<file path="config.mk">
export PLATFORM = sky130hd
export DESIGN_NAME = dcbd_core
export DESIGN_NICKNAME = d
export VERILOG_FILES = /design/src/design/dcbd_pkg.sv /design/src/design/dcbd_core.sv
export SDC_FILE = /design/constraint.sdc
export NUM_CORES = 1
export LEC_CHECK = 0
export BUFFER_PORTS_ARGS = -buffer_cell sky130_fd_sc_hd__buf_4
export CAP_MARGIN = 10
export CORE_ASPECT_RATIO = 0.75
export CORE_MARGIN = 2
export CORE_UTILIZATION = 35
export CTS_CLUSTER_SIZE = 12
export DETAILED_ROUTE_END_ITERATION = 10
export HOLD_SLACK_MARGIN = 0.05
export PLACE_DENSITY = 0.49
export SLEW_MARGIN = 20
export SYNTH_ARGS = -nofsm -noshare
export SYNTH_HDL_FRONTEND = slang
export SYNTH_SLANG_ARGS = --single-unit
</file>
<file path="constraint.sdc">
create_clock -name i_clk -period 6.2 [get_ports i_clk]
set_input_delay 0.31 -clock i_clk [delete_from_list [all_inputs] [get_ports i_clk]]
set_output_delay 0.31 -clock i_clk [all_outputs]
set_load 0.02 [all_outputs]
</file>
<file path="src/design/dcbd_pkg.sv">
// Shared types and constants of the dual CPU bus decoder.
`default_nettype none

package dcbd_pkg;

    localparam int RAM_BYTES = 8192;
    localparam int RAM_AW    = $clog2(RAM_BYTES);
    localparam int CFG_IDX_W = 1;

    localparam logic [CFG_IDX_W-1:0] CFG_DIP_ONE = 1'd0;
    localparam logic [CFG_IDX_W-1:0] CFG_DIP_TWO = 1'd1;

    typedef logic [RAM_AW-1:0] t_ram_idx;

    typedef enum logic [2:0] {
        FN_MEM_RD   = 3'd0,
        FN_MEM_WR   = 3'd1,
        FN_PORT_OUT = 3'd2,
        FN_PORT_IN  = 3'd3,
        FN_FETCH    = 3'd4,
        FN_IRQ_ACK  = 3'd5
    } t_func;

    typedef struct packed {
        logic       cpu;
        t_func      func;
        logic [15:0] address;
        logic [7:0] write_data;
        logic [6:0] buttons;
    } t_in_word;

    typedef struct packed {
        logic [7:0] read_data;
        logic       from_rom;
        logic       nmi_enabled;
        logic       sound_irq_pending;
        logic       custom_background;
        logic [7:0] sound_filter;
    } t_out_word;

    typedef struct packed {
        logic       en;
        logic       we;
        t_ram_idx   idx;
        logic [7:0] wdata;
    } t_ram_req;

endpackage

`default_nettype wire

</file>
<file path="src/design/dcbd_core.sv">
// Access decode, control registers, AY register banks and result register.
`default_nettype none

module dcbd_core (
    input  wire logic                              i_clk,
    input  wire logic                              i_rst_n,
    input  wire logic                              i_accept,
    input  wire dcbd_pkg::t_in_word                i_word,
    input  wire logic                              i_cfg_we,
    input  wire logic [dcbd_pkg::CFG_IDX_W-1:0]    i_cfg_idx,
    input  wire logic [7:0]                        i_cfg_data,
    input  wire logic [7:0]                        i_ram_rdata,
    output dcbd_pkg::t_ram_req                     o_ram_req,
    output logic                                   o_exec,
    output logic                                   o_done,
    output dcbd_pkg::t_out_word                    o_word
);

    localparam int MAP_W = 14;
    localparam logic [MAP_W-1:0] RAM_LIMIT = MAP_W'(dcbd_pkg::RAM_BYTES);

    typedef struct packed {
        logic             hit;
        logic [MAP_W-1:0] idx;
    } t_map;

    function automatic t_map ram_map(input logic cpu, input logic [15:0] a, input logic wr);
        t_map m;
        m.hit = 1'b0;
        m.idx = '0;
        if (cpu) begin
            if (a[15:12] == 4'h8) begin
                m.hit = 1'b1;
                m.idx = 14'h0d00 + {2'b00, a[11:0]};
            end
        end else if (a[15:11] == 5'b10000) begin
            m.hit = 1'b1;
            m.idx = {3'b000, a[10:0]};
        end else if (a[15:10] == 6'b100010) begin
            m.hit = 1'b1;
            m.idx = 14'h0800 + {4'b0000, a[9:0]};
        end else if (wr && a[15:8] == 8'h90) begin
            m.hit = 1'b1;
            m.idx = 14'h0c00 + {6'b000000, a[7:0]};
        end
        return m;
    endfunction

    dcbd_pkg::t_in_word  r_item;
    logic                r_exec;
    logic                r_rd_ok;
    logic                r_done;
    dcbd_pkg::t_out_word r_out;
    logic [7:0]          r_dip_one;
    logic [7:0]          r_dip_two;
    logic [7:0]          r_sregs [32];
    logic [3:0]          r_ay_sel;
    logic [7:0]          r_sound_cmd;
    logic                r_sound_irq;
    logic                r_nmi_en;
    logic                r_skip_first;
    logic                r_ignore_fire;
    logic                r_bg_mode;
    logic [7:0]          r_filter;

    logic [3:0]          n_ay_sel;
    logic [7:0]          n_sound_cmd;
    logic                n_sound_irq;
    logic                n_nmi_en;
    logic                n_skip_first;
    logic                n_ignore_fire;
    logic                n_bg_mode;
    logic [7:0]          n_filter;
    logic                n_sreg_we;
    logic [4:0]          n_sreg_idx;
    dcbd_pkg::t_out_word n_out;

    t_map                w_rd_map;
    t_map                w_ex_map;
    logic                w_ex_in_range;
    logic [7:0]          w_rd;
    logic                w_rom;
    logic [7:0]          w_port;
    logic [7:0]          w_v;
    logic [15:0]         w_a;
    logic [6:0]          w_btn;
    logic [7:0]          w_joy;

    assign w_rd_map      = ram_map(i_word.cpu, i_word.address, 1'b0);
    assign w_ex_map      = ram_map(r_item.cpu, r_item.address,
                                   r_item.func == dcbd_pkg::FN_MEM_WR);
    assign w_ex_in_range = w_ex_map.idx < RAM_LIMIT;
    assign w_a           = r_item.address;
    assign w_v           = r_item.write_data;
    assign w_btn         = r_item.buttons;
    assign w_port        = r_item.address[7:0];

    always_comb begin
        o_ram_req = '0;
        if (r_exec) begin
            o_ram_req.en    = r_item.func == dcbd_pkg::FN_MEM_WR && w_ex_map.hit
                              && w_ex_in_range;
            o_ram_req.we    = 1'b1;
            o_ram_req.idx   = w_ex_map.idx[dcbd_pkg::RAM_AW-1:0];
            o_ram_req.wdata = w_v;
        end else begin
            o_ram_req.en  = i_accept && i_word.func == dcbd_pkg::FN_MEM_RD
                            && w_rd_map.hit && (w_rd_map.idx < RAM_LIMIT);
            o_ram_req.we  = 1'b0;
            o_ram_req.idx = w_rd_map.idx[dcbd_pkg::RAM_AW-1:0];
        end
    end

    always_comb begin
        n_ay_sel      = r_ay_sel;
        n_sound_cmd   = r_sound_cmd;
        n_sound_irq   = r_sound_irq;
        n_nmi_en      = r_nmi_en;
        n_skip_first  = r_skip_first;
        n_ignore_fire = r_ignore_fire;
        n_bg_mode     = r_bg_mode;
        n_filter      = r_filter;
        n_sreg_we     = 1'b0;
        n_sreg_idx    = {1'b0, r_ay_sel};
        w_rd          = '0;
        w_rom         = 1'b0;
        w_joy         = 8'hff;
        unique case (r_item.func)
            dcbd_pkg::FN_MEM_RD: begin
                if (r_item.cpu) begin
                    if (w_a < 16'h1000) begin
                        w_rom = 1'b1;
                    end else if (w_ex_map.hit) begin
                        w_rd = r_rd_ok ? i_ram_rdata : 8'hff;
                    end else begin
                        w_rd = 8'hff;
                    end
                end else begin
                    priority if (w_a <= 16'h3fff) begin
                        w_rom = 1'b1;
                    end else if (w_ex_map.hit) begin
                        w_rd = r_rd_ok ? i_ram_rdata : 8'hff;
                    end else if (w_a == 16'h9800) begin
                        w_joy[6]      = !w_btn[0];
                        w_joy[5]      = !w_btn[1];
                        w_joy[4]      = !w_btn[2];
                        w_joy[3]      = !w_btn[3];
                        w_joy[2]      = !w_btn[4];
                        n_ignore_fire = r_ignore_fire && w_btn[5];
                        w_joy[0]      = !(!n_ignore_fire && w_btn[5]);
                        w_rd          = w_joy;
                    end else if (w_a == 16'h9801) begin
                        w_rd = r_dip_one;
                    end else if (w_a == 16'h9802) begin
                        w_rd = r_dip_two + {7'd0, !w_btn[6]};
                    end else if (w_a == 16'h9803) begin
                        w_rd = 8'hff;
                    end else if (w_a[15:2] == 14'h2800 || w_a == 16'hb000) begin
                        w_rd = 8'h00;
                    end else begin
                        w_rd = 8'hff;
                    end
                end
            end
            dcbd_pkg::FN_MEM_WR: begin
                if (r_item.cpu) begin
                    if (!w_ex_map.hit && w_a[15:12] == 4'h9) begin
                        n_filter = w_v;
                    end
                end else if (!w_ex_map.hit) begin
                    priority if (w_a == 16'ha000) begin
                        priority if (w_v == 8'h03) begin
                            n_sound_cmd = 8'h06;
                        end else if (w_v == 8'h05) begin
                            n_sound_cmd = 8'h07;
                        end else if (w_v == 8'h0a) begin
                            n_sound_cmd = 8'h0b;
                        end else begin
                            n_sound_cmd = w_v;
                        end
                    end else if (w_a == 16'ha001) begin
                        n_sound_irq = w_v[3];
                    end else if (w_a == 16'ha801) begin
                        if (w_v[0] && r_skip_first) begin
                            n_nmi_en     = 1'b0;
                            n_skip_first = 1'b0;
                        end else begin
                            n_nmi_en = w_v[0];
                        end
                    end else if (w_a == 16'ha803) begin
                        n_bg_mode = w_v[0];
                    end else begin
                        n_bg_mode = r_bg_mode;
                    end
                end
            end
            dcbd_pkg::FN_PORT_OUT: begin
                priority if (w_port == 8'h10 || w_port == 8'h40) begin
                    n_ay_sel = w_v[3:0];
                end else if (w_port == 8'h20) begin
                    n_sreg_we  = 1'b1;
                    n_sreg_idx = {1'b1, r_ay_sel};
                end else if (w_port == 8'h80) begin
                    n_sreg_we  = 1'b1;
                    n_sreg_idx = {1'b0, r_ay_sel};
                end else begin
                    n_sreg_we = 1'b0;
                end
            end
            dcbd_pkg::FN_PORT_IN: begin
                if (w_port == 8'h20 && r_ay_sel < 4'd14) begin
                    w_rd = r_sregs[{1'b1, r_ay_sel}];
                end else if (w_port == 8'h80) begin
                    if (r_ay_sel < 4'd14) begin
                        w_rd = r_sregs[{1'b0, r_ay_sel}];
                    end else if (r_ay_sel == 4'd14) begin
                        w_rd = r_sound_cmd;
                    end
                end
            end
            dcbd_pkg::FN_FETCH: begin
                w_rom = 1'b1;
            end
            dcbd_pkg::FN_IRQ_ACK: begin
                n_sound_irq = 1'b0;
            end
            default: begin
                w_rom = 1'b0;
            end
        endcase
        n_out.read_data         = w_rom ? 8'h00 : w_rd;
        n_out.from_rom          = w_rom;
        n_out.nmi_enabled       = n_nmi_en;
        n_out.sound_irq_pending = n_sound_irq;
        n_out.custom_background = n_bg_mode;
        n_out.sound_filter      = n_filter;
    end

    always_ff @(posedge i_clk) begin
        if (!i_rst_n) begin
            r_exec        <= 1'b0;
            r_done        <= 1'b0;
            r_dip_one     <= '0;
            r_dip_two     <= '0;
            r_sregs       <= '{default: '0};
            r_ay_sel      <= '0;
            r_sound_cmd   <= '0;
            r_sound_irq   <= 1'b0;
            r_nmi_en      <= 1'b0;
            r_skip_first  <= 1'b1;
            r_ignore_fire <= 1'b1;
            r_bg_mode     <= 1'b0;
            r_filter      <= '0;
        end else begin
            r_exec <= i_accept;
            r_done <= r_exec;
            if (i_cfg_we) begin
                unique case (i_cfg_idx)
                    dcbd_pkg::CFG_DIP_ONE: r_dip_one <= i_cfg_data;
                    dcbd_pkg::CFG_DIP_TWO: r_dip_two <= i_cfg_data;
                    default:               r_dip_one <= r_dip_one;
                endcase
            end
            if (r_exec) begin
                r_ay_sel      <= n_ay_sel;
                r_sound_cmd   <= n_sound_cmd;
                r_sound_irq   <= n_sound_irq;
                r_nmi_en      <= n_nmi_en;
                r_skip_first  <= n_skip_first;
                r_ignore_fire <= n_ignore_fire;
                r_bg_mode     <= n_bg_mode;
                r_filter      <= n_filter;
                if (n_sreg_we) begin
                    r_sregs[n_sreg_idx] <= w_v;
                end
            end
        end
    end

    always_ff @(posedge i_clk) begin
        if (i_accept) begin
            r_item  <= i_word;
            r_rd_ok <= w_rd_map.hit && (w_rd_map.idx < RAM_LIMIT);
        end
        if (r_exec) begin
            r_out <= n_out;
        end
    end

    assign o_exec = r_exec;
    assign o_done = r_done;
    assign o_word = r_out;

endmodule

`default_nettype wire

</file>
# After elaboration in Yosys (flattened, before gate mapping)

Index checks and enable logic that the tools add are counted.

Bits of input ports: 56
Logic and storage cells: 216
Output and inout bits: 45
Register bits: 355

Equal/unequal tests: 31
Bitwise gates (word level): 9
Order comparisons: 9
Add/subtract/negate cells: 6
Muxes and demuxes: 72
Reduce and logical (&&, ||, !) cells: 33

Operators by type and width:

| kind                                                         | number |
|---|---|
| bitwise mux 256 bit                                          | 1 |
| two-way mux 8 bit                                            | 27 |
| two-way mux 15 bit                                           | 10 |
| == test 16 bit, second input constant                        | 9 |
| binary-select mux 8 bit (select 5 bit)                       | 2 |
| demux 8 bit (select 5 bit)                                   | 1 |
| less-than comparator 14 bit, second input constant           | 2 |
| adder 12 x 10 -> 13 bit, first input constant                | 2 |
| adder 12 x 12 -> 13 bit, first input constant                | 2 |
| two-way mux 1 bit                                            | 25 |
| greater-or-equal comparator 6 bit, second input constant     | 3 |
| == test 4 bit, second input constant                         | 4 |
| == test 8 bit, second input constant                         | 2 |
| <= comparator 16 x 14 -> 1 bit, second input constant        | 1 |
| less-than comparator 16 x 13 -> 1 bit, second input constant | 1 |
| one-hot mux 8 bit (2 select lines)                           | 1 |
| two-way mux 5 bit                                            | 3 |
| == test 14 bit, second input constant                        | 1 |
| adder 12 x 8 -> 13 bit, first input constant                 | 1 |
| logical AND 1 bit                                            | 13 |
| == test 6 bit, second input constant                         | 2 |
| inverter 5 -> 6 bit                                          | 2 |
| == test 5 bit, second input constant                         | 2 |
| zero test 1 bit                                              | 9 |
| other kinds (22)                                             | 34 |

# Longest topological paths before layout

Depth after elaboration: 11
Depth in mapped cells: 10
Depth with buffers taken out: 9

# Worst setup path after synthesis

No wires, ideal clock.

Path kind: register to register
Start: register r_exec (netlist: o_exec)
End: register r_sregs[16] (netlist bit)
Setup time: 0.122 ns
Arrival time: 2.849 ns
Stages on the path, launching flop included: 10
Clock period less this slack: 2.971 ns
Slack: 3.229 ns
Data required time: 6.078 ns
Path buffers: 3
Cells stage by stage: dfxtp_1 > clkbuf_1 > or4bb_1 > nor4_4 > nand3_1 > buf_2 > or2_2 > clkbuf_1 > nand2_1 > a21boi_0

Cells in the longest elaborated chain, start to end: 1

RTL lines:

| what                          | RTL line         | RTL |
|---|---|---|
| start, declared               | dcbd_core.sv:50  | `logic r_exec;` |
| start signal, assigned        | dcbd_core.sv:255 | `r_exec <= i_accept;` |
| AND reduction 2 bit (no line) | n/a              |  |
| end signal, assigned by index | dcbd_core.sv:274 | `r_sregs[n_sreg_idx] <= w_v;` |
| end, declared                 | dcbd_core.sv:56  | `logic [7:0] r_sregs [32];` |

Every way passes these cells.
A chain may end at the register's enable or synchronous reset.

==> flow_metrics.env <==
export IMPL_status="completed"
export IMPL_hpwl_mm=33.7
export IMPL_cp_arrival_ns=3.37
export IMPL_ys_seq_elements=347
export IMPL_synthArstFlopShare_pct=0
export IMPL_grt_start_max_net_pins=274
export IMPL_cts_setup_buffers=0
export IMPL_antenna_cells=0
export IMPL_max_freq_mhz=272
export IMPL_core_sq_mm=0.0461
export IMPL_yosysWarnings=0
export IMPL_critPathMaxFanout=9
export IMPL_place_ws_ns=2.70
export IMPL_total_power_mw=4.91
export IMPL_wl_per_cell_um=20.8
export IMPL_end_kind="primary output"
export IMPL_num_vias=13543
export IMPL_multi_input_area_sq_mm=0.00836
export IMPL_fin_skew_ns=0.0186
export IMPL_period_minus_slack_ns=3.68
export IMPL_clock_sinks=347
export IMPL_max_cap_viol_count=0
export IMPL_seq_area_sq_mm=0.00752
export IMPL_synth_nets=1885
export IMPL_start_util_pct=35.6
export IMPL_synthXorXnorAreaFrac_pct=0.481
export IMPL_ys_flop_type="dfxtp_1"
export IMPL_cp_required_ns=5.89
export IMPL_final_antenna_net_count=0
export IMPL_post_route_util_pct=41.8
export IMPL_timing_final_ws_setup_ns=2.52
export IMPL_clkTransAtPathRegs_ns=0.06
export IMPL_io_buffers=100
export IMPL_area_delta_synth_final_pct=17.4
export IMPL_synth_edff_count=56
export IMPL_antenna_found_initial=1
export IMPL_grt_pass1_vias=12928
export IMPL_fin_setup_tns_ns=0
export IMPL_leakage_nw=6.15
export IMPL_gp_congestion=0.862
export IMPL_synthesis_area_sq_mm=0.0164
export IMPL_slew_headroom_pct=13.8
export IMPL_std_cell_rows=68
export IMPL_grt_pass1_wl_mm=81.0
export IMPL_nets=1957
export IMPL_die_w_um=254
export IMPL_powerDensity_mw_per_mm2=255
export IMPL_fill_cells=4600
export IMPL_numCtsBuffers=38
export IMPL_power_internal_mw=3.76
export IMPL_dieHeight_um=191
export IMPL_hold_class="input pin to register"
export IMPL_p_sw_share_pct=23.5
export IMPL_synth_top_family_by_area="simple AND/OR/NAND/NOR gates"
export IMPL_final_period_utilization_pct=59.4
export IMPL_die_area_sq_mm=0.0486
export IMPL_dr_pass1_iters=5
export IMPL_yosysSeqAreaShare_pct=45.8
export IMPL_ir_drop_uv=148
export IMPL_first_iter_violations=1037
export IMPL_netlist_instances=1824
export IMPL_h_tree_depth=2
export IMPL_cts_root_buf="clkbuf_16"
export IMPL_wl_mm=53.2
export IMPL_p_comb_share_pct=6.2
export IMPL_worst_pin_slew_ns=1.29
export IMPL_groute_usage_overall_pct=21.9
export IMPL_cts_tree="yes"
export IMPL_slew_viol_final=0
export IMPL_viasPerCell=5.31
export IMPL_p_sw_mw=1.16
export IMPL_cts_buffer_depth=3
export IMPL_synth_mux_area_share_pct=10.9
export IMPL_clkLatencyLatePin_ns=0.55
export IMPL_io_pins=101
export IMPL_setup_violations=0
export IMPL_crit_type="register to primary output"
export IMPL_drive_gt1_share_pct=13.4
export IMPL_synth_simple_area_share_pct=21.8
export IMPL_cts_hold_buf=43
export IMPL_syn_avg_cell_area_sq_um=8.99
export IMPL_synth_compound_gate_area_share_pct=17.3
export IMPL_hold_viol=0
export IMPL_post_cts_resized=0
export IMPL_drc=0
export IMPL_overflow=0
export IMPL_critPathLaunchType="register"
export IMPL_seqPwrFrac_pct=48.0
export IMPL_rsz0062_at_grt="no"
export IMPL_synth_distinct_cells=63
export IMPL_synth_fa_ha_area_share_pct=0.382
export IMPL_power_frac_clock_pct=45.8
## layout make-up
| type | count | area share (%) |
|---|---|---|
| multi-input cells | 1336 | 43.4 |
| well taps | 630 | 4.09 |
| repair buffers | 160 | 6.90 |
| clock inverters | 6 | 0.273 |
| inverters | 13 | 0.253 |
| clock buffers | 59 | 5.99 |
| flip-flops and latches | 347 | 39.0 |
## power groups by stage
| stage | logic, mW | registers [mW] | clock network, mW |
|---|---|---|---|
| after floorplan | 0.160 | 2.39 | 0 |
| after global placement | 0.279 | 2.41 | 0 |
| after detailed placement | 0.279 | 2.41 | 0 |
| after CTS | 0.301 | 2.36 | 2.30 |
| after global routing | 0.323 | 2.36 | 2.40 |
| final | 0.303 | 2.36 | 2.25 |
## routing by layer
metal,wire length [um],GRT usage (%),part of all wire [%]
met5,0,0,0
met4,837,4.82,1.6
met3,3490,3.28,6.6
met2,22400,32.2,42
met1,26400,33.7,50
## sequential cells by signal, indices dropped and copies added (netlist names)
signal         cells
w_v                8
o_exec             1
r_rd_ok            1
o_done             1
r_ay_sel           4
r_nmi_en           1
w_a               16
o_word            20
r_ignore_fire      1
r_sregs          248
r_item             4
r_filter           8
r_bg_mode          1
w_btn              7
r_skip_first       1
r_dip_one          8
r_sound_cmd        8
r_sound_irq        1
r_dip_two          8
## cell families after synthesis
kind of cell | Yosys count
simple gates | 822
compound gates | 394
flops | 347
buf+inv | 141
mux | 106
xor+xnor | 9
fa+ha+maj | 5
## synth_stat cells (7+ instances only)
| cell type | count | area [sq um] |
|---|---|---|
| o22ai_1 | 7 | 43.8 |
| dfxtp_1 | 291 | 5830 |
| or3_1 | 7 | 43.8 |
| clkbuf_1 | 101 | 379 |
| o211ai_1 | 10 | 75.1 |
| a21boi_0 | 258 | 1940 |
| edfxtp_1 | 56 | 1680 |
| nand3_1 | 35 | 175 |
| a22o_1 | 12 | 105 |
| nor3_1 | 11 | 55.1 |
| nand2_1 | 578 | 2170 |
| mux2_2 | 13 | 146 |
| buf_2 | 10 | 50.1 |
| mux4_2 | 57 | 1280 |
| or2_2 | 7 | 43.8 |
| mux2i_1 | 36 | 360 |
| nand2b_1 | 18 | 113 |
| nand4_1 | 7 | 43.8 |
| a21oi_1 | 27 | 135 |
| nor2b_1 | 36 | 225 |
| o21ai_0 | 31 | 155 |
| buf_1 | 16 | 60.1 |
| nor2_1 | 69 | 259 |
| and2_1 | 13 | 81.3 |
| inv_1 | 13 | 48.8 |
## cell usage in the layout, fill, tap and decap left out, types with 6 or more instances in the layout
master,n
a211oi_1,6
a21boi_0,258
a21oi_1,27
a22o_1,12
a22oi_1,6
and2_1,13
buf_4,114
clkbuf_1,12
clkbuf_16,41
clkbuf_8,6
dfxtp_1,287
dlygate4sd3_1,43
edfxtp_1,56
inv_1,13
mux2_2,13
mux2i_1,36
mux4_2,57
nand2_1,578
nand2b_1,18
nand3_1,35
nand4_1,7
nor2_1,68
nor2b_1,36
nor3_1,11
nor4_1,6
nor4b_1,6
o211ai_1,10
o21ai_0,31
o22ai_1,7
or2_2,7
or3_1,7
## final timing paths
kind	from	to	slack, ns	cells after the start
min	i_rst_n	r_sregs[250]$_SDFFE_PN0P_	0.08	2
max reg2reg	w_a[1]$_DFFE_PP_	r_sregs[38]$_SDFFE_PN0P_	2.60	6
min reg2reg	r_sregs[127]$_SDFFE_PN0P_	r_sregs[127]$_SDFFE_PN0P_	0.46	2
max	w_a[8]$_DFFE_PP_	o_ram_req[9]	2.52	8
## stage by stage
| stage | instances | hold slack [ns] | instance area, sq um |
|---|---|---|---|
| finish | 2551 | 0.0764 | 19300 |
| detailed placement | 2443 | 0.450 | 17600 |
| global route | 2551 | 0.0715 | 19300 |
| global placement | 2441 | 0.438 | 17600 |
| CTS | 2551 | 0.0570 | 19300 |
| floorplan | 1824 | 0.409 | 16400 |
## worst max-delay path, stage by stage, from the launching register on
cell and delay, ns:
edfxtp_1 0.42, inv_1 0.12, ha_1 0.22, nor3b_1 0.63
nor4b_1 0.50, nor2_1 0.08, nor2_1 0.48, a22o_1 0.25
buf_4 0.14
(Power assumes the default switching activity.)
